===== src/hw/rtl/hwsd_pkg.sv =====
// ----------------------------------------------------------------------------
// hwsd_pkg: shared types and constants of the hall wheel scroll decoder
// register indexes, reset values, motion and direction codes
// ----------------------------------------------------------------------------
`default_nettype none

package hwsd_pkg;

   // default widths
   localparam int ADC_BITS_DEF  = 10;
   localparam int TIME_BITS_DEF = 16;
   localparam int BAND_BITS     = 8;

   // configuration register indexes
   localparam int CSR_ADDR_BITS = 3;
   typedef enum logic [CSR_ADDR_BITS-1:0] {
      CSR_MAG_HIGH          = 3'd0,
      CSR_MAG_LOW           = 3'd1,
      CSR_MOVE_BAND         = 3'd2,
      CSR_BUTTON_HOLDOFF_MS = 3'd3,
      CSR_FLIP_WINDOW_MS    = 3'd4,
      CSR_SCROLL_WHILE_HELD = 3'd5
   } csr_index_type;

   // register reset values
   localparam int MAG_HIGH_RST          = 680;
   localparam int MAG_LOW_RST           = 400;
   localparam int MOVE_BAND_RST         = 3;
   localparam int BUTTON_HOLDOFF_MS_RST = 100;
   localparam int FLIP_WINDOW_MS_RST    = 150;

   // item kinds carried in tuser
   typedef enum logic {
      CMD_SAMPLE = 1'b0,
      CMD_BUTTON = 1'b1
   } cmd_type;

   // per-channel motion against the stored reference
   typedef enum logic [1:0] {
      MOTION_STILL   = 2'd0,
      MOTION_RISING  = 2'd1,
      MOTION_FALLING = 2'd2
   } motion_type;

   // wheel direction of a crossing or a tick
   typedef enum logic [1:0] {
      DIR_NONE = 2'd0,
      DIR_UP   = 2'd1,
      DIR_DOWN = 2'd2
   } dir_type;

endpackage

`default_nettype wire


===== src/hw/rtl/hall_wheel_scroll_decoder.sv =====
// ----------------------------------------------------------------------------
// hall_wheel_scroll_decoder: scroll wheel decoder for two analog hall sensors
// turns sensor samples and middle-button beats into up/down wheel ticks
// ----------------------------------------------------------------------------
// The block takes one beat per clock and gives at most one tick per beat.
// A request beat is captured in an input register; the decode logic
// (dead-band compares, pole-level compares and the two time windows) then
// runs against the wheel state and loads the tick into the result
// register, which drives rsp_tvalid. The sustained rate is one beat per
// cycle. The pipe stalls only while a tick waits in the result register
// and rsp_tready is low. Only every other sample beat is decoded; samples
// are dropped during the button holdoff and while the middle button is
// held unless scroll_while_held is set.
// Configuration writes take effect at the next edge and belong to idle time.
`default_nettype none

module hall_wheel_scroll_decoder #(
   parameter int ADC_BITS  = hwsd_pkg::ADC_BITS_DEF,
   parameter int TIME_BITS = hwsd_pkg::TIME_BITS_DEF,
   localparam int REQ_BITS   = 2*ADC_BITS + TIME_BITS + 1,
   localparam int REQ_DATA_W = ((REQ_BITS + 7) / 8) * 8,
   localparam int CSR_DATA_W = (ADC_BITS > TIME_BITS) ? ADC_BITS : TIME_BITS
) (
   input  wire                                   clock,
   input  wire                                   reset,
   // request channel
   input  wire                                   req_tvalid,
   output logic                                  req_tready,
   // sensor_a, sensor_b, now_ms, button_down (lowest bit first)
   input  wire  [REQ_DATA_W-1:0]                 req_tdata,
   // cmd
   input  wire                                   req_tuser,
   // result channel
   output logic                                  rsp_tvalid,
   input  wire                                   rsp_tready,
   // scroll_up
   output logic [7:0]                            rsp_tdata,
   // configuration port
   input  wire                                   csr_we,
   input  wire  [hwsd_pkg::CSR_ADDR_BITS-1:0]    csr_addr,
   input  wire  [CSR_DATA_W-1:0]                 csr_wdata
);

   localparam int SUM_W = ADC_BITS + 1;

   // request field positions
   localparam int A_LO   = 0;
   localparam int B_LO   = ADC_BITS;
   localparam int T_LO   = 2*ADC_BITS;
   localparam int BTN_AT = 2*ADC_BITS + TIME_BITS;

   // configuration registers
   logic [ADC_BITS-1:0]             mag_high_ff, mag_low_ff;
   logic [hwsd_pkg::BAND_BITS-1:0]  move_band_ff;
   logic [TIME_BITS-1:0]            holdoff_ff, flip_window_ff;
   logic                            scroll_while_held_ff;

   // input register
   logic                            in_valid_ff;
   hwsd_pkg::cmd_type               in_cmd_ff;
   logic [ADC_BITS-1:0]             in_a_ff, in_b_ff;
   logic [TIME_BITS-1:0]            in_now_ff;
   logic                            in_btn_ff;

   // wheel state
   logic                            phase_ff, phase_in;
   logic [TIME_BITS-1:0]            button_time_ff, button_time_in;
   logic                            button_held_ff, button_held_in;
   hwsd_pkg::dir_type               crossing_dir_ff, crossing_dir_in;
   hwsd_pkg::dir_type               last_tick_dir_ff, last_tick_dir_in;
   logic [TIME_BITS-1:0]            last_tick_time_ff, last_tick_time_in;
   logic [ADC_BITS-1:0]             ref_a_ff, ref_a_in, ref_b_ff, ref_b_in;
   hwsd_pkg::motion_type            motion_last_ff, motion_last_in;
   hwsd_pkg::motion_type            motion_prev_ff, motion_prev_in;

   // result register
   logic                            rsp_valid_ff, rsp_valid_in;
   logic                            rsp_up_ff, rsp_up_in;

   logic                            out_free, fire, evaluate, emit;
   logic [TIME_BITS-1:0]            since_button, since_tick;
   logic [SUM_W-1:0]                a_w, b_w, ra_w, rb_w, band_w;
   hwsd_pkg::motion_type            ma, mb;
   logic                            above_high, below_low;
   hwsd_pkg::dir_type               new_dir;

   // handshake: the pipe moves unless a tick waits downstream
   assign out_free   = !rsp_valid_ff || rsp_tready;
   assign fire       = in_valid_ff && out_free;
   assign req_tready = !in_valid_ff || out_free;
   assign rsp_tvalid = rsp_valid_ff;
   assign rsp_tdata  = {7'd0, rsp_up_ff};

   // configuration writes
   always_ff @(posedge clock) begin
      if (reset) begin
         mag_high_ff          <= ADC_BITS'(hwsd_pkg::MAG_HIGH_RST);
         mag_low_ff           <= ADC_BITS'(hwsd_pkg::MAG_LOW_RST);
         move_band_ff         <= hwsd_pkg::BAND_BITS'(hwsd_pkg::MOVE_BAND_RST);
         holdoff_ff           <= TIME_BITS'(hwsd_pkg::BUTTON_HOLDOFF_MS_RST);
         flip_window_ff       <= TIME_BITS'(hwsd_pkg::FLIP_WINDOW_MS_RST);
         scroll_while_held_ff <= 1'b0;
      end else if (csr_we) begin
         unique case (csr_addr)
            hwsd_pkg::CSR_MAG_HIGH:          mag_high_ff    <= csr_wdata[ADC_BITS-1:0];
            hwsd_pkg::CSR_MAG_LOW:           mag_low_ff     <= csr_wdata[ADC_BITS-1:0];
            hwsd_pkg::CSR_MOVE_BAND:
               move_band_ff <= csr_wdata[hwsd_pkg::BAND_BITS-1:0];
            hwsd_pkg::CSR_BUTTON_HOLDOFF_MS: holdoff_ff     <= csr_wdata[TIME_BITS-1:0];
            hwsd_pkg::CSR_FLIP_WINDOW_MS:    flip_window_ff <= csr_wdata[TIME_BITS-1:0];
            hwsd_pkg::CSR_SCROLL_WHILE_HELD: scroll_while_held_ff <= csr_wdata[0];
            default: ;
         endcase
      end
   end

   // input register
   always_ff @(posedge clock) begin
      if (reset) begin
         in_valid_ff <= 1'b0;
      end else if (req_tready) begin
         in_valid_ff <= req_tvalid;
      end
      if (req_tvalid && req_tready) begin
         in_cmd_ff <= hwsd_pkg::cmd_type'(req_tuser);
         in_a_ff   <= req_tdata[A_LO +: ADC_BITS];
         in_b_ff   <= req_tdata[B_LO +: ADC_BITS];
         in_now_ff <= req_tdata[T_LO +: TIME_BITS];
         in_btn_ff <= req_tdata[BTN_AT];
      end
   end

   // elapsed times wrap with the millisecond counter
   assign since_button = in_now_ff - button_time_ff;
   assign since_tick   = in_now_ff - last_tick_time_ff;

   // a sample is decoded on the even phase, outside holdoff and, unless scroll_while_held is set, outside hold
   assign evaluate = fire && (in_cmd_ff == hwsd_pkg::CMD_SAMPLE) && !phase_ff
                     && (since_button >= holdoff_ff)
                     && !(button_held_ff && !scroll_while_held_ff);

   // dead-band motion of each channel
   assign a_w    = {1'b0, in_a_ff};
   assign b_w    = {1'b0, in_b_ff};
   assign ra_w   = {1'b0, ref_a_ff};
   assign rb_w   = {1'b0, ref_b_ff};
   assign band_w = SUM_W'(move_band_ff);

   always_comb begin
      if (a_w > ra_w + band_w)       ma = hwsd_pkg::MOTION_RISING;
      else if (a_w + band_w < ra_w)  ma = hwsd_pkg::MOTION_FALLING;
      else                           ma = hwsd_pkg::MOTION_STILL;
      if (b_w > rb_w + band_w)       mb = hwsd_pkg::MOTION_RISING;
      else if (b_w + band_w < rb_w)  mb = hwsd_pkg::MOTION_FALLING;
      else                           mb = hwsd_pkg::MOTION_STILL;
   end

   // pole levels and the direction a fresh crossing gives
   assign above_high = in_a_ff > mag_high_ff;
   assign below_low  = in_a_ff < mag_low_ff;

   always_comb begin
      new_dir = hwsd_pkg::DIR_NONE;
      if (motion_last_ff != ma && motion_prev_ff != ma) begin
         priority if ((above_high && mb == hwsd_pkg::MOTION_FALLING) ||
                      (below_low  && mb == hwsd_pkg::MOTION_RISING)) begin
            new_dir = hwsd_pkg::DIR_UP;
         end else if ((above_high && mb == hwsd_pkg::MOTION_RISING) ||
                      (below_low  && mb == hwsd_pkg::MOTION_FALLING)) begin
            new_dir = hwsd_pkg::DIR_DOWN;
         end else begin
            new_dir = hwsd_pkg::DIR_NONE;
         end
      end
   end

   // next wheel state and tick
   always_comb begin
      phase_in          = phase_ff;
      button_time_in    = button_time_ff;
      button_held_in    = button_held_ff;
      crossing_dir_in   = crossing_dir_ff;
      last_tick_dir_in  = last_tick_dir_ff;
      last_tick_time_in = last_tick_time_ff;
      ref_a_in          = ref_a_ff;
      ref_b_in          = ref_b_ff;
      motion_last_in    = motion_last_ff;
      motion_prev_in    = motion_prev_ff;
      emit              = 1'b0;
      rsp_up_in         = rsp_up_ff;

      if (fire) begin
         if (in_cmd_ff == hwsd_pkg::CMD_BUTTON) begin
            button_time_in = in_now_ff;
            button_held_in = in_btn_ff;
         end else begin
            phase_in = !phase_ff;
         end
      end

      if (evaluate) begin
         // crossing detection, or rearm once A is back inside the level
         if (crossing_dir_ff == hwsd_pkg::DIR_NONE && (above_high || below_low)) begin
            if (new_dir != hwsd_pkg::DIR_NONE) begin
               crossing_dir_in = new_dir;
               // a quick reversal keeps the last tick direction
               if (since_tick < flip_window_ff && last_tick_dir_ff != hwsd_pkg::DIR_NONE)
                  crossing_dir_in = last_tick_dir_ff;
               emit              = 1'b1;
               rsp_up_in         = (crossing_dir_in == hwsd_pkg::DIR_UP);
               last_tick_time_in = in_now_ff;
               last_tick_dir_in  = crossing_dir_in;
            end
         end else if ((crossing_dir_ff == hwsd_pkg::DIR_UP   && in_a_ff < mag_high_ff) ||
                      (crossing_dir_ff == hwsd_pkg::DIR_DOWN && in_a_ff > mag_low_ff)) begin
            crossing_dir_in = hwsd_pkg::DIR_NONE;
         end

         // references follow any motion beyond the dead band
         if (ma != hwsd_pkg::MOTION_STILL || mb != hwsd_pkg::MOTION_STILL) begin
            motion_prev_in = motion_last_ff;
            motion_last_in = ma;
            ref_a_in       = in_a_ff;
            ref_b_in       = in_b_ff;
         end
      end

      // result register holds a tick until taken
      if (emit)            rsp_valid_in = 1'b1;
      else if (rsp_tready) rsp_valid_in = 1'b0;
      else                 rsp_valid_in = rsp_valid_ff;
   end

   // wheel state and result registers
   always_ff @(posedge clock) begin
      if (reset) begin
         phase_ff          <= 1'b0;
         button_time_ff    <= '0;
         button_held_ff    <= 1'b0;
         crossing_dir_ff   <= hwsd_pkg::DIR_NONE;
         last_tick_dir_ff  <= hwsd_pkg::DIR_NONE;
         last_tick_time_ff <= '0;
         ref_a_ff          <= '0;
         ref_b_ff          <= '0;
         motion_last_ff    <= hwsd_pkg::MOTION_STILL;
         motion_prev_ff    <= hwsd_pkg::MOTION_STILL;
         rsp_valid_ff      <= 1'b0;
      end else begin
         phase_ff          <= phase_in;
         button_time_ff    <= button_time_in;
         button_held_ff    <= button_held_in;
         crossing_dir_ff   <= crossing_dir_in;
         last_tick_dir_ff  <= last_tick_dir_in;
         last_tick_time_ff <= last_tick_time_in;
         ref_a_ff          <= ref_a_in;
         ref_b_ff          <= ref_b_in;
         motion_last_ff    <= motion_last_in;
         motion_prev_ff    <= motion_prev_in;
         rsp_valid_ff      <= rsp_valid_in;
      end
      rsp_up_ff <= rsp_up_in;
   end

endmodule

`default_nettype wire

===== config.mk =====
export PLATFORM = sky130hd
export DESIGN_NAME = hall_wheel_scroll_decoder
export DESIGN_NICKNAME = d
export VERILOG_FILES = /design/src/hw/rtl/hwsd_pkg.sv /design/src/hw/rtl/hall_wheel_scroll_decoder.sv
export SDC_FILE = /design/constraint.sdc
export NUM_CORES = 1
export LEC_CHECK = 0
export ABC_AREA = 1
export BUFFER_PORTS_ARGS = -buffer_cell sky130_fd_sc_hd__buf_2
export CORE_MARGIN = 5
export CORE_UTILIZATION = 28
export CTS_CLUSTER_DIAMETER = 30
export DETAILED_ROUTE_END_ITERATION = 8
export PLACE_DENSITY = 0.52
export SYNTH_ARGS = -nofsm -noshare
export SYNTH_HDL_FRONTEND = slang
export SYNTH_SLANG_ARGS = --single-unit

===== constraint.sdc =====
create_clock -name clock -period 10.02 [get_ports clock]
set_input_delay 0 -clock clock [delete_from_list [all_inputs] [get_ports clock]]
set_output_delay 0 -clock clock [all_outputs]
set_load 0.05 [all_outputs]

# Yosys cells after proc, flatten, opt, wreduce, memory -nomap -nowiden
# Cells that the tools add are included.
[word_totals]
mem_bits_ro = 0
latchBits = 0
memories = 0
regBits = 164
in_bits = 65
mem_bits_rw = 0
[classes]
magnitude_cmp = 10
n_shift = 0
bitwise_logic = 1
div = 0
mux = 19
eq_ne = 13
multipliers = 0
n_reduce_logical = 47
addsub = 6
[op_table]
columns = ["cell", "count"]
rows = [
  ["adder 10 x 8 -> 11 bit", 4],
  ["subtractor 16 bit", 2],
  ["2-to-1 mux 2 bit", 14],
  ["> comparator 10 x 11 -> 1 bit", 2],
  ["< comparator 11 x 10 -> 1 bit", 2],
  ["> comparator 10 bit", 2],
  ["< comparator 10 bit", 2],
  ["AND reduction 2 bit", 9],
  [">= comparator 16 bit", 1],
  ["logical AND 1 bit", 16],
  ["< comparator 16 bit", 1],
  ["nonzero test 2 bit", 6],
  ["logical OR 1 bit", 7],
  ["equality test 2 x 1 -> 1 bit, second input constant", 3],
  ["equality test 3 x 2 -> 1 bit, second input constant", 2],
  ["equality test 3 bit, second input constant", 2],
  ["AND reduction 3 bit", 2],
  ["zero test 1 bit", 5],
  ["2-to-1 mux 1 bit", 5],
  ["equality test 2 bit, second input constant", 2],
  ["!= test 2 bit", 2],
  ["equality test 3 x 1 -> 1 bit, second input constant", 1],
  ["zero test 3 bit", 1],
  ["zero test 2 bit", 1],
  ["other kinds (2)", 2],
]

# Depth between registers and ports, before layout
# Gate-level depths: netlist (run 1).
[depth]
depth_word = 16
ltp_mapped = 29

# Worst setup path before layout (run 1)
# No wires, ideal clock.
[synth_path]
path_kind = "flip-flop to flip-flop"
from = "register in_now_ff[2]"
to = "register last_tick_dir_ff[0]"
stages_incl_launch_ff = 26
arrival_ns = 3.516
setup_time_ns = 0.128
period_less_slack_ns = 3.644
path_slack_ns = 6.376
path_cell_list = "edfxtp_1 ha_1 a21o_1 a31oi_1 o21bai_1 a21oi_1 o21ai_0 nand2_1 nand2_1 a21oi_1 o21ai_0 nand2_1 nand2_1 ha_1 nand2_1 inv_1 nand3_1 nor3_1 nand2_1 nand3_1 nand2_1 nor2_1 nand2_4 buf_6 a21oi_1 nor2_1"
[synth_between]
elab_chain_cells = 7
[synth_rtl]
columns = ["item", "line_no", "source"]
rows = [
  ["start, declared", "hall_wheel_scroll_decoder.sv:62", "logic [TIME_BITS-1:0] in_now_ff;"],
  ["start signal, assigned", "hall_wheel_scroll_decoder.sv:128", "in_now_ff <= req_tdata[T_LO +: TIME_BITS];"],
  ["subtractor 16 bit", "hall_wheel_scroll_decoder.sv:135", "assign since_tick = in_now_ff - last_tick_time_ff;"],
  ["< comparator 16 bit", "hall_wheel_scroll_decoder.sv:207", "if (since_tick < flip_window_ff && last_tick_dir_ff != hwsd_pkg::DIR_NONE)"],
  ["logical AND 1 bit", "hall_wheel_scroll_decoder.sv:207", ""],
  ["2-to-1 mux 2 bit", "hall_wheel_scroll_decoder.sv:207", ""],
  ["2-to-1 mux 2 bit", "hall_wheel_scroll_decoder.sv:204", "if (new_dir != hwsd_pkg::DIR_NONE) begin"],
  ["2-to-1 mux 2 bit", "hall_wheel_scroll_decoder.sv:203", "if (crossing_dir_ff == hwsd_pkg::DIR_NONE && (above_high || below_low)) begin"],
  ["2-to-1 mux 2 bit", "hall_wheel_scroll_decoder.sv:201", "if (evaluate) begin"],
  ["end signal, assigned", "hall_wheel_scroll_decoder.sv:241", "last_tick_dir_ff <= hwsd_pkg::DIR_NONE;"],
  ["end signal, assigned", "hall_wheel_scroll_decoder.sv:253", "last_tick_dir_ff <= last_tick_dir_in;"],
  ["end, declared", "hall_wheel_scroll_decoder.sv:70", "hwsd_pkg::dir_type last_tick_dir_ff, last_tick_dir_in;"],
]
# Parallel ways exist; a longest one is shown, timed or not. The select of a mux whose other input is x is not followed.
# A chain may end at the register's enable or synchronous reset.

# Worst setup path after layout (run 1)
[layout_path]
from = "register in_now_ff[2]"
to = "register rsp_valid_ff, in the netlist rsp_tvalid"
[layout_between]
elab_chain_cells = 6
[layout_rtl]
columns = ["item", "line_no", "source"]
rows = [
  ["subtractor 16 bit (*)", "hall_wheel_scroll_decoder.sv:134", "assign since_button = in_now_ff - button_time_ff;"],
  [">= comparator 16 bit (*)", "hall_wheel_scroll_decoder.sv:139", "&& (since_button >= holdoff_ff)"],
  ["logical AND 1 bit (*)", "hall_wheel_scroll_decoder.sv:139", ""],
  ["logical AND 1 bit (*)", "hall_wheel_scroll_decoder.sv:140", "&& !(button_held_ff && !scroll_while_held_ff);"],
  ["2-to-1 mux 1 bit (*)", "hall_wheel_scroll_decoder.sv:201", ""],
  ["2-to-1 mux 1 bit or nonzero test 2 bit (tied branches)", "--", ""],
  ["end signal, assigned", "hall_wheel_scroll_decoder.sv:259", "rsp_valid_ff <= rsp_valid_in;"],
  ["end, declared", "hall_wheel_scroll_decoder.sv:77", "logic rsp_valid_ff, rsp_valid_in;"],
]
# Mark *: on every way between the ends. The rest lies on a longest branch, timed or not.

==> results.md, run 1 <==
Outcome:
- The flow ran to the end, and the final reports show no timing, DRC or antenna violations.

Clocking:
- Post-CTS timing repair inserted 0 buffers for setup.
- The H-tree was split into 4 levels.
- The number of clock buffers inserted by TritonCTS is 17.
- The number of gates resized after CTS is 0.
- The maximum count of clock buffers along a single path is 2.
- The clock net in this run drives a total of 164 sinks.
- The clock edge transition at the registers on the reported setup and hold paths is about 0.070 ns.
- The clock insertion delay at the later pin of the skew report is roughly 0.45 ns.
- The tree is rooted in a sky130_fd_sc_hd__clkbuf_16.
- TritonCTS built the clock tree.

Critical path:
- The cell that appears most often on the critical path is sky130_fd_sc_hd__nand2_1.
- The critical path goes through ha_1, a21o_1, a31oi_1, o21bai_1, a21oi_1, o21ai_0, nand2_1, nand2_1, a21oi_1, o21ai_0, nand2_1, nand2_1, ha_1, nand2_1, inv_1, nand3_1, nor3_1, nand2_1, nand3_1, nand2_1, nor2_1, nand2_4, a21oi_1, dlygate4sd3_1.
- The delay of the slowest cell on the worst path is about 0.56 ns.
- The largest fanout of any net on the critical path is 36.
- In this design, the largest share of critical-path delay is due to compound AO/OA/AOI/OAI gates.
- Data on the critical path arrives at its endpoint at about 5.2 ns.
- The element type at the critical path end is a flip-flop.
- The start-to-end type of the worst setup path is flip-flop to flip-flop.
- The cell with the largest stage delay on the worst path is sky130_fd_sc_hd__dlygate4sd3_1.
- The required time of the critical path is approximately 10 ns.
- The number of buffers and inverters on the critical path is 2.
- STA classifies the critical path startpoint as a flip-flop.

Cells and area:
- The number of diodes added for antenna fixing is 0.
- After routing the design area is around 0.013 mm².
- Measured on the finished design, the core utilization comes to 0.3370.
- At the end of the flow, the number of nets in the layout was roughly 1.7k.
- The share of layout cells above drive strength 1 is 0.07677.
- Compared with the post-synthesis result, the final layout area differs by 19.14%.
- The number of cells in the finished layout apart from fillers is around 2.0k.

Timing:
- The final number of max-transition violations is 0.
- Headroom to the max-slew limit came out at 0.2280.
- The count of endpoints failing hold in the final timing report is 0.
- Setup violations remaining at the end of the flow were counted as 0.
- Based on the critical path, the design can be clocked at up to 0.2082 GHz.
- The shortest clock period the worst path allows after layout is 4.803 ns.
- For the final routed database, the setup TNS stands at 0 ns.
- For the pin with the worst max-slew slack, the measured transition is about 1.2 ns.
- The post-route clock period utilization is 0.4794.
- The worst clock skew is between 0.01 and 0.015 ns.
- Setup repair after global routing left no endpoint under its margin.

Flow run:
- Max-cap violations in this run came to 0.

Hold path:
- The worst hold-check path type is primary input to flip-flop.

Route:
- The detailed router finished its first iteration with ~270 violations.
- The pre-antenna-repair detailed-routing pass consisted of 5 iterations.
- The average wire per cell in the routed design is around 13 µm.
- The routed design has 26260 µm of wire.
- Once detail routing completed, the nets flagged for antenna violations numbered 0.
- The DRC violation count after routing is 0.
- In the routed layout, each cell is associated on average with a via count of approximately 4.4.
- Across all layers, the routed design uses a little under 9k vias.

GRT:
- The layer carrying the most global-route usage is met2.
- For met1 alone, demand over resource in global routing was 0.1655.
- The fraction of met3 tracks used by global routing is 0.02818.
- After global routing the overflow that remains totals 0.
- The global-route wire length before repair is approximately 43000 µm.
- For this run, global-route usage on met2 was measured as 0.2188.
- The initial antenna violation count is 0.
- The pin count of the biggest net entering global routing is 117.
- The total global routing track utilization is 0.1281.
- The via count of the first global-routing pass was between 8k and 9k.

Synth:
- A synthesized cell averages approximately 7.9 µm².
- The synthesized design contains 39 enable-type register cells.
- In the synthesized netlist the async set-or-reset flop fraction comes to 0.
- Among all flip-flop cells after synthesis, the most frequent one is sky130_fd_sc_hd__dfxtp_1.
- The count of synthesis-stage warnings from yosys is 0.
- The post-synthesis instance area is roughly 0.011 mm².
- After synthesis the netlist holds a flip-flop and latch count of 164.
- The most frequently used cell type in the post-synthesis netlist is sky130_fd_sc_hd__inv_1.
- The number of different library cells in the post-synthesis netlist is 38.
- By count the netlist is led by sky130_fd_sc_hd__inv_1, sky130_fd_sc_hd__nand2_1, sky130_fd_sc_hd__a21oi_1.
- By area the synthesized netlist is led by sky130_fd_sc_hd__dfxtp_1, sky130_fd_sc_hd__ha_1, sky130_fd_sc_hd__edfxtp_1.
- Of the post-synthesis cell area, the dominant cell type holds 0.2354.
- The share of the Yosys chip area taken by registers is 0.3456.
- The synthesized netlist cell count is ~1.4k.
- The biggest area contributor in the post-synthesis netlist is sky130_fd_sc_hd__dfxtp_1.

Floorplanning:
- The vertical extent of the die is just over 200 µm.
- The floorplan step defined a core boundary enclosing approximately 0.038 mm².
- between 70 and 80 I/O pins were placed.
- After floorplanning, the core was divided into between 70 and 80 placement rows.
- The die covers approximately 0.042 mm².
- The chip width is between 200 and 250 µm.
- The starting utilization of the core area is 0.2829.

Power:
- For this design the static power due to leakage is around 0.0057 µW.
- IR analysis of the VDD net gives a maximum drop of between 0.0001 and 0.00015 V.
- The overall power of the completed layout is 1901 µW.
- The power per cell area is approximately 150 mW/mm².

Placement:
- The weighted congestion at the end of routability-driven global placement is roughly 0.82.
- The cell count after placement is 1899.
- In this run the cell area measured after placement is 0.01143 mm².
- Buffers placed on the I/O ports in this run total 64.
- The HPWL after detailed placement is 19720 µm.
## report_power, final
part | switching, µW | internal (µW)
clock | 288 | 365
sequential | 32.3 | 716
combinational | 293 | 206
total | 614 | 1290
## cell usage in the layout, fill, tap and decap left out, drive strengths merged, types with 2 or more instances in the layout
cell type,instances
a211oi,3
a21o,4
a21oi,185
a31oi,6
buf,66
clkbuf,25
clkinv,2
conb,7
dfxtp,125
dlygate4sd3,65
edfxtp,39
fa,6
ha,151
inv,235
nand2,202
nand3,45
nand4,10
nor2,73
nor3,5
o211ai,17
o21a,2
o21ai,139
o21bai,7
xnor2,21
xor2,39
## layout make-up
cell class	count	area [µm²]
clock buffer	25	518.0
clock inverter	7	60.06
fill	3965	24910
inverter	231	867.1
multi-input combinational	927	5919
sequential	164	3674
tap	511	639.4
timing repair buffer	131	985.9
## worst min-delay path, stage by stage
cell	delay, ns
sky130_fd_sc_hd__buf_2	0.11
sky130_fd_sc_hd__nand2_1	0.08
sky130_fd_sc_hd__nor2_1	0.11
sky130_fd_sc_hd__o21ai_0	0.15
## metrics by stage
stage	hold WS, ns	setup slack (ns)
floorplan	0.09887	6.376
global placement	0.1761	5.370
detailed placement	0.1781	5.298
CTS	0.01882	5.117
global route	0.03539	4.606
finish	0.04816	5.217
## path summary, 6_finish.rpt
kind | slack [ns] | to | start | depth (start not counted)
setup reg to reg | 5.22 | rsp_tvalid$_SDFFE_PP0P_ | in_now_ff[2]$_DFFE_PP_ | 24
setup / recovery | 5.22 | rsp_tvalid$_SDFFE_PP0P_ | in_now_ff[2]$_DFFE_PP_ | 24
hold / removal | 0.05 | holdoff_ff[2]$_SDFFE_PP1P_ | csr_addr[1] | 4
hold reg to reg | 0.46 | button_time_ff[0]$_SDFFE_PP0P_ | button_time_ff[0]$_SDFFE_PP0P_ | 2
## metal layers
metal	share of wire	vias up
li1	-	4717
met1	0.49	3994
met2	0.47	93
met3	0.027	29
met4	0.014	0
met5	0	-
## sequential cells by signal (all words and copies together) (netlist names), 2 cells and up
register           count
in_now_ff             16
last_tick_time_ff     16
holdoff_ff            16
mag_low_ff            10
button_time_ff        16
in_b_ff               10
crossing_dir_ff        2
in_a_ff               10
move_band_ff           8
motion_prev_ff         2
ref_b_ff              10
flip_window_ff        16
motion_last_ff         2
last_tick_dir_ff       2
mag_high_ff           10
ref_a_ff              10
## cells by family after synthesis
kind of cell    after synthesis  synth area share
other cells                   1         0.0003528
buf+inv                     268           0.09959
fa+ha+maj                   157            0.1891
xor+xnor                     60           0.04944
flops                       164            0.3456
compound gates              366            0.1829
simple gates                337            0.1330
## timing repair
item	in CTS	in global routing
hold buffers	65	0
hold endpoints to repair	103	0
endpoints found under the setup margin	0	0
Power figures use the tool's default switching activity.
==> inputs of run 2 (changes only) <==
--- a/config.mk
+++ b/config.mk
@@ -5,13 +5,13 @@
 export SDC_FILE = /design/constraint.sdc
 export NUM_CORES = 1
 export LEC_CHECK = 0
-export ABC_AREA = 1
+export ABC_AREA = 0
 export BUFFER_PORTS_ARGS = -buffer_cell sky130_fd_sc_hd__buf_2
 export CORE_MARGIN = 5
 export CORE_UTILIZATION = 28
 export CTS_CLUSTER_DIAMETER = 30
 export DETAILED_ROUTE_END_ITERATION = 8
-export PLACE_DENSITY = 0.52
+export PLACE_DENSITY = 0.54
 export SYNTH_ARGS = -nofsm -noshare
 export SYNTH_HDL_FRONTEND = slang
 export SYNTH_SLANG_ARGS = --single-unit
==> constraint.sdc (replaced) <==
create_clock -name clock -period 4.2 [get_ports clock]
set_input_delay 0 -clock clock [delete_from_list [all_inputs] [get_ports clock]]
set_output_delay 0 -clock clock [all_outputs]
set_load 0.05 [all_outputs]
==> run 2 against run 1 <==
  * The flow now finishes with violations (setup timing)
  * Clock power grew 150%
  * Sequential share of layout area down 2.5 points
  * Synthesized area is 1.0% higher
  * Register-to-register slack worse by 5.3 ns
  * Worst setup slack got worse by 5.3 ns
  * Global-route usage up 1.0 points
  * Wire length increased by 10%
  * Cell count fell by 1.5%
  * Largest power group unchanged
==> results.md, run 2 <==
Timing:
- Derived from the worst setup path, the maximum achievable clock frequency is roughly 0.23 GHz.
- The count of endpoints failing hold in the final timing report is 0.
- Dividing the final minimum period by the clock period gives 1.028.
- The worst clock skew is 0.01173 ns.
- Counting I/O delays and the setup requirement, the final critical path takes approximately 4.3 ns.
- The worst max-slew margin expressed relative to the limit is 0.1045.
- The worst setup margin is -0.1193 ns.
- The final number of max-transition violations is 0.
- The number of setup violations in the final report is 23.
- The hold slack is around 0.025 ns.
- The transition time of the tightest slew-check pin is about 1.3 ns.
- The accumulated negative setup slack is -2.188 ns.
- Setup repair after global routing could not meet its margin everywhere.

Critical path:
- The required time of the critical path is between 4 and 5 ns.
- The cell with the largest stage delay on the worst path is sky130_fd_sc_hd__or3_4.
- The buffer and inverter count on the worst path is 4.
- The worst-case register-to-register setup slack is -0.12 ns.
- The worst setup path is launched from a flip-flop.
- The critical path goes through inv_2, ha_4, inv_2, fa_2, a21o_1, a21oi_2, o21bai_1, a21o_1, a21oi_2, o21ai_1, nor2_1, xnor2_1, ha_1, and4_1, buf_4, o211ai_1, o21ba_4, o21ai_4, o2111ai_2, or3_4, buf_12, nand2_1, a21oi_1.
- The worst setup path is captured at a flip-flop.
- In this design, the largest share of critical-path delay is due to compound AO/OA/AOI/OAI gates.
- The delay of the slowest cell on the worst path is 0.44 ns.
- Data on the critical path arrives at its endpoint at between 4 and 5 ns.
- The largest fanout of any net on the critical path is 16.
- The worst setup path is of the flip-flop to flip-flop kind.

Placement:
- During placement, the flow inserted port buffers numbering 64.
- The HPWL after detailed placement is about 22000 µm.
- The congestion estimate from routability-driven global placement came to 0.8575.

Synth:
- The post-synthesis instance area is 0.01074 mm².
- The sequential element share of the synthesized area is 0.3420.
- The most instantiated flip-flop cell in the synthesis netlist is sky130_fd_sc_hd__dfxtp_1.
- Of the total synthesized cell area, the portion taken by AND, OR, NAND and NOR gates is 0.1474.
- sky130_fd_sc_hd__dfxtp_1 takes more of the synthesized area than any other cell.
- The arithmetic-cell share of the synthesized area counting full adders, half adders and majority gates is 0.1871.
- The number of different library cells in the post-synthesis netlist is between 70 and 80.
- The share of synthesized area in the top cell type comes to 0.2330.
- Sorting the synthesized cells by how often they occur yields sky130_fd_sc_hd__nand2_1, sky130_fd_sc_hd__ha_1, sky130_fd_sc_hd__inv_1.
- The combinational family with the most area after synthesis is adder cells.
- Among all cell types in the netlist, the one instantiated most often is sky130_fd_sc_hd__nand2_1.
- After synthesis, the cell types taking the most area are sky130_fd_sc_hd__dfxtp_1, sky130_fd_sc_hd__ha_1, sky130_fd_sc_hd__edfxtp_1.
- The multiplexer share of the synthesized area is 0.03355.
- The flop and latch count out of synthesis is around 160.
- The synthesized netlist cell count is 1240.
- A synthesized cell averages ~8.7 µm².
- The proportion of synthesized flip-flops having asynchronous set or reset is 0.
- In this run, synthesis inferred 39 flip-flops with an integrated enable.
- Yosys printed 0 warnings.
- The synthesized-area fraction occupied by ao, oa, aoi and oai cells is 0.1724.
- The area share of xor/xnor cells in the synthesized design is 0.04974.

Clocking:
- The clock insertion delay at the later pin of the skew report is approximately 0.44 ns.
- The longest clock path from root to sink contains 2 buffers.
- In this run the clock root is driven by a sky130_fd_sc_hd__clkbuf_16.
- The TritonCTS clock tree is yes.
- Clock tree synthesis inserted a total of 17 buffers.
- The clock edge transition at the registers on the reported setup and hold paths is 0.07 ns.
- The number of clock sinks is between 150 and 200.
- The count of H-tree levels built during CTS is 4.

GRT:
- The total overflow left after global routing is 0.
- In the global route stage, overall resource usage came out at 0.1386.
- The initial antenna violation count was 0.
- The global-route wire length before repair is about 47000 µm.
- The via count of the first global-routing pass is ~8.9k.
- Entering global routing, the biggest net connects 86 pins.

Route:
- The routed design has just under 30000 µm of wire.
- After the first detailed-routing iteration, the DRC count stood at about 370.
- For this run, design rule violations remaining after detail routing come to 0.
- Summing over every cut layer, the via total after detailed routing is just over 9k.
- The count of nets left with antenna violations once routing finished came out at 0.
- The number of iterations in the first detailed-routing pass is 5.
- Dividing the detail-routed via count by the number of cells gives between 4 and 5.
- Dividing the detail-routed wire length by the instance count gives between 10 and 15 µm.

Outcome:
- The final reports fail on setup timing.
- The flow ran to the end, but the final reports show violations.

Cells and area:
- After filler insertion, the fill cell instance count of the layout stands at about 3.8k.
- The leading cell type in the layout, fill and taps excluded is sky130_fd_sc_hd__nand2_1.
- The net count of the finished layout is roughly 1.7k.
- The number of antenna diodes in the final layout is 0.
- In the final layout, the share of cells above drive strength 1 is 0.1938.
- The synthesis-to-layout area growth is 28.97%.
- In the layout the commonest cells are sky130_fd_sc_hd__nand2_1, sky130_fd_sc_hd__ha_1, sky130_fd_sc_hd__inv_1.

Floorplanning:
- The floorplan step defined a core boundary enclosing between 0.03 and 0.04 mm².
- The floorplan step set the die width to roughly 210 µm.
- The starting utilization of the core area is 0.2845.
- The cell row count is 71.
- The vertical extent of the die is 205.9 µm.
- The floorplan step defined a die boundary enclosing between 0.04 and 0.05 mm².
- The I/O pin count is 75.

Power:
- The portion of total power attributed to combinational logic is 0.225.
- For this design the total switching power over the nets is around 1200 µW.
- The share of total power in sequential cells is 0.401.
- The reported leakage power is between 0.005 and 0.006 µW.
- VDD sags by at most about 0.00031 V.
- The share of total power dissipated in the clock network is 0.374.
- The power per cell area is 310.2 mW/mm².
- The internal power of the cells totals ~3000 µW.
- Of the total power, the share spent switching nets is 0.2893.

Hold path:
- The worst hold-check path type is primary input to flip-flop.

Flow run:
- Max-cap violations in this run came to 0.
==> run 2: changes by cell type in the layout (fill, tap and decap cells not counted), sizes merged, moves of 12 or more <==
cell / previous run / this run
nand2: 202 / 179
a21oi: 185 / 131
a21o: 4 / 23
xnor2: 21 / 49
o21ai: 139 / 38
nor2b: 0 / 17
inv: 235 / 135
buf: 66 / 155
nand3: 45 / 24
mux2i: 0 / 36
nor3: 5 / 17
xor2: 39 / 12
==> run 2: power by group through the flow <==
stage	clock network (µW)	logic (µW)	registers [µW]
6_report	1610	967	1720
5_1_grt	1720	1080	1730
4_1_cts	1660	950	1720
3_5_place_dp	0	836	1760
3_3_place_gp	0	822	1760
2_1_floorplan	0	577	1740
==> run 2: repair_timing <==
| item | in CTS | in global routing |
|---|---|---|
| hold endpoints to repair | 118 | 0 |
| buffers inserted | 13 | 2 |
| pin swaps | 47 | 14 |
| hold buffers | 60 | 0 |
| endpoints found under the setup margin | 47 | 47 |
| resized for setup | 57 | 27 |
| cloned | 1 | 1 |
==> run 2: path summary, 6_finish.rpt <==
kind | end | cells after the start | start
worst min register to register | button_time_ff[3]$_SDFFE_PP0P_ | 2 | button_time_ff[3]$_SDFFE_PP0P_
worst min-delay path | scroll_while_held_ff$_SDFFE_PP0P_ | 5 | csr_addr[2]
worst max-delay path | last_tick_time_ff[5]$_SDFFE_PP0P_ | 23 | in_now_ff[0]$_DFFE_PP_
worst max register to register | last_tick_time_ff[5]$_SDFFE_PP0P_ | 23 | in_now_ff[0]$_DFFE_PP_
==> run 2: cell type report <==
type / instances / area (µm²) / share of cell area
inverters: 136 / 523.0 / 0.03776
clock buffers: 24 / 513.0 / 0.03703
flip-flops and latches: 164 / 3676 / 0.2654
well taps: 511 / 639.4 / 0.04616
repair inverters: 1 / 8.758 / 0.0006323
clock inverters: 8 / 91.34 / 0.006594
repair buffers: 216 / 1684 / 0.1216
multi-input cells: 906 / 6716 / 0.4849
==> run 2: per-layer routing <==
metal,GRT usage,vias up,share of wire
li1,-,4689,-
met3,0.02165,25,0.026
met5,0,-,0
met4,0.03660,0,0.013
met2,0.2217,131,0.45
met1,0.1955,4252,0.51
==> run 2: worst min-delay path, stage by stage <==
cell and delay (ns):
sky130_fd_sc_hd__buf_2 0.11, sky130_fd_sc_hd__nand2_1 0.11, sky130_fd_sc_hd__nor2_1 0.07, sky130_fd_sc_hd__nand3_1 0.08
sky130_fd_sc_hd__a21oi_1 0.05
==> run 2: cell families (layout without fill, tap and decap cells) <==
family          count (synthesis)  after routing
mux                            36             36
compound gates                287            287
fa+ha+maj                     157            157
other cells                     1              7
buf+inv                       176            385
flops                         164            164
simple gates                  358            358
xor+xnor                       61             61
==> run 2: per-stage QoR <==
step	cells	power [µW]	worst slack (ns)	utilization	area (µm²)
6_report	1966	4297	-0.1193	0.3669	13850
5_1_grt	1966	4526	-0.4223	0.3669	13850
4_1_cts	1963	4330	-0.08533	0.3631	13710
3_5_place_dp	1858	2593	-0.3824	0.3217	12150
3_3_place_gp	1858	2579	-0.3006	0.3217	12150
2_1_floorplan	1246	2321	-0.04733	-	10770
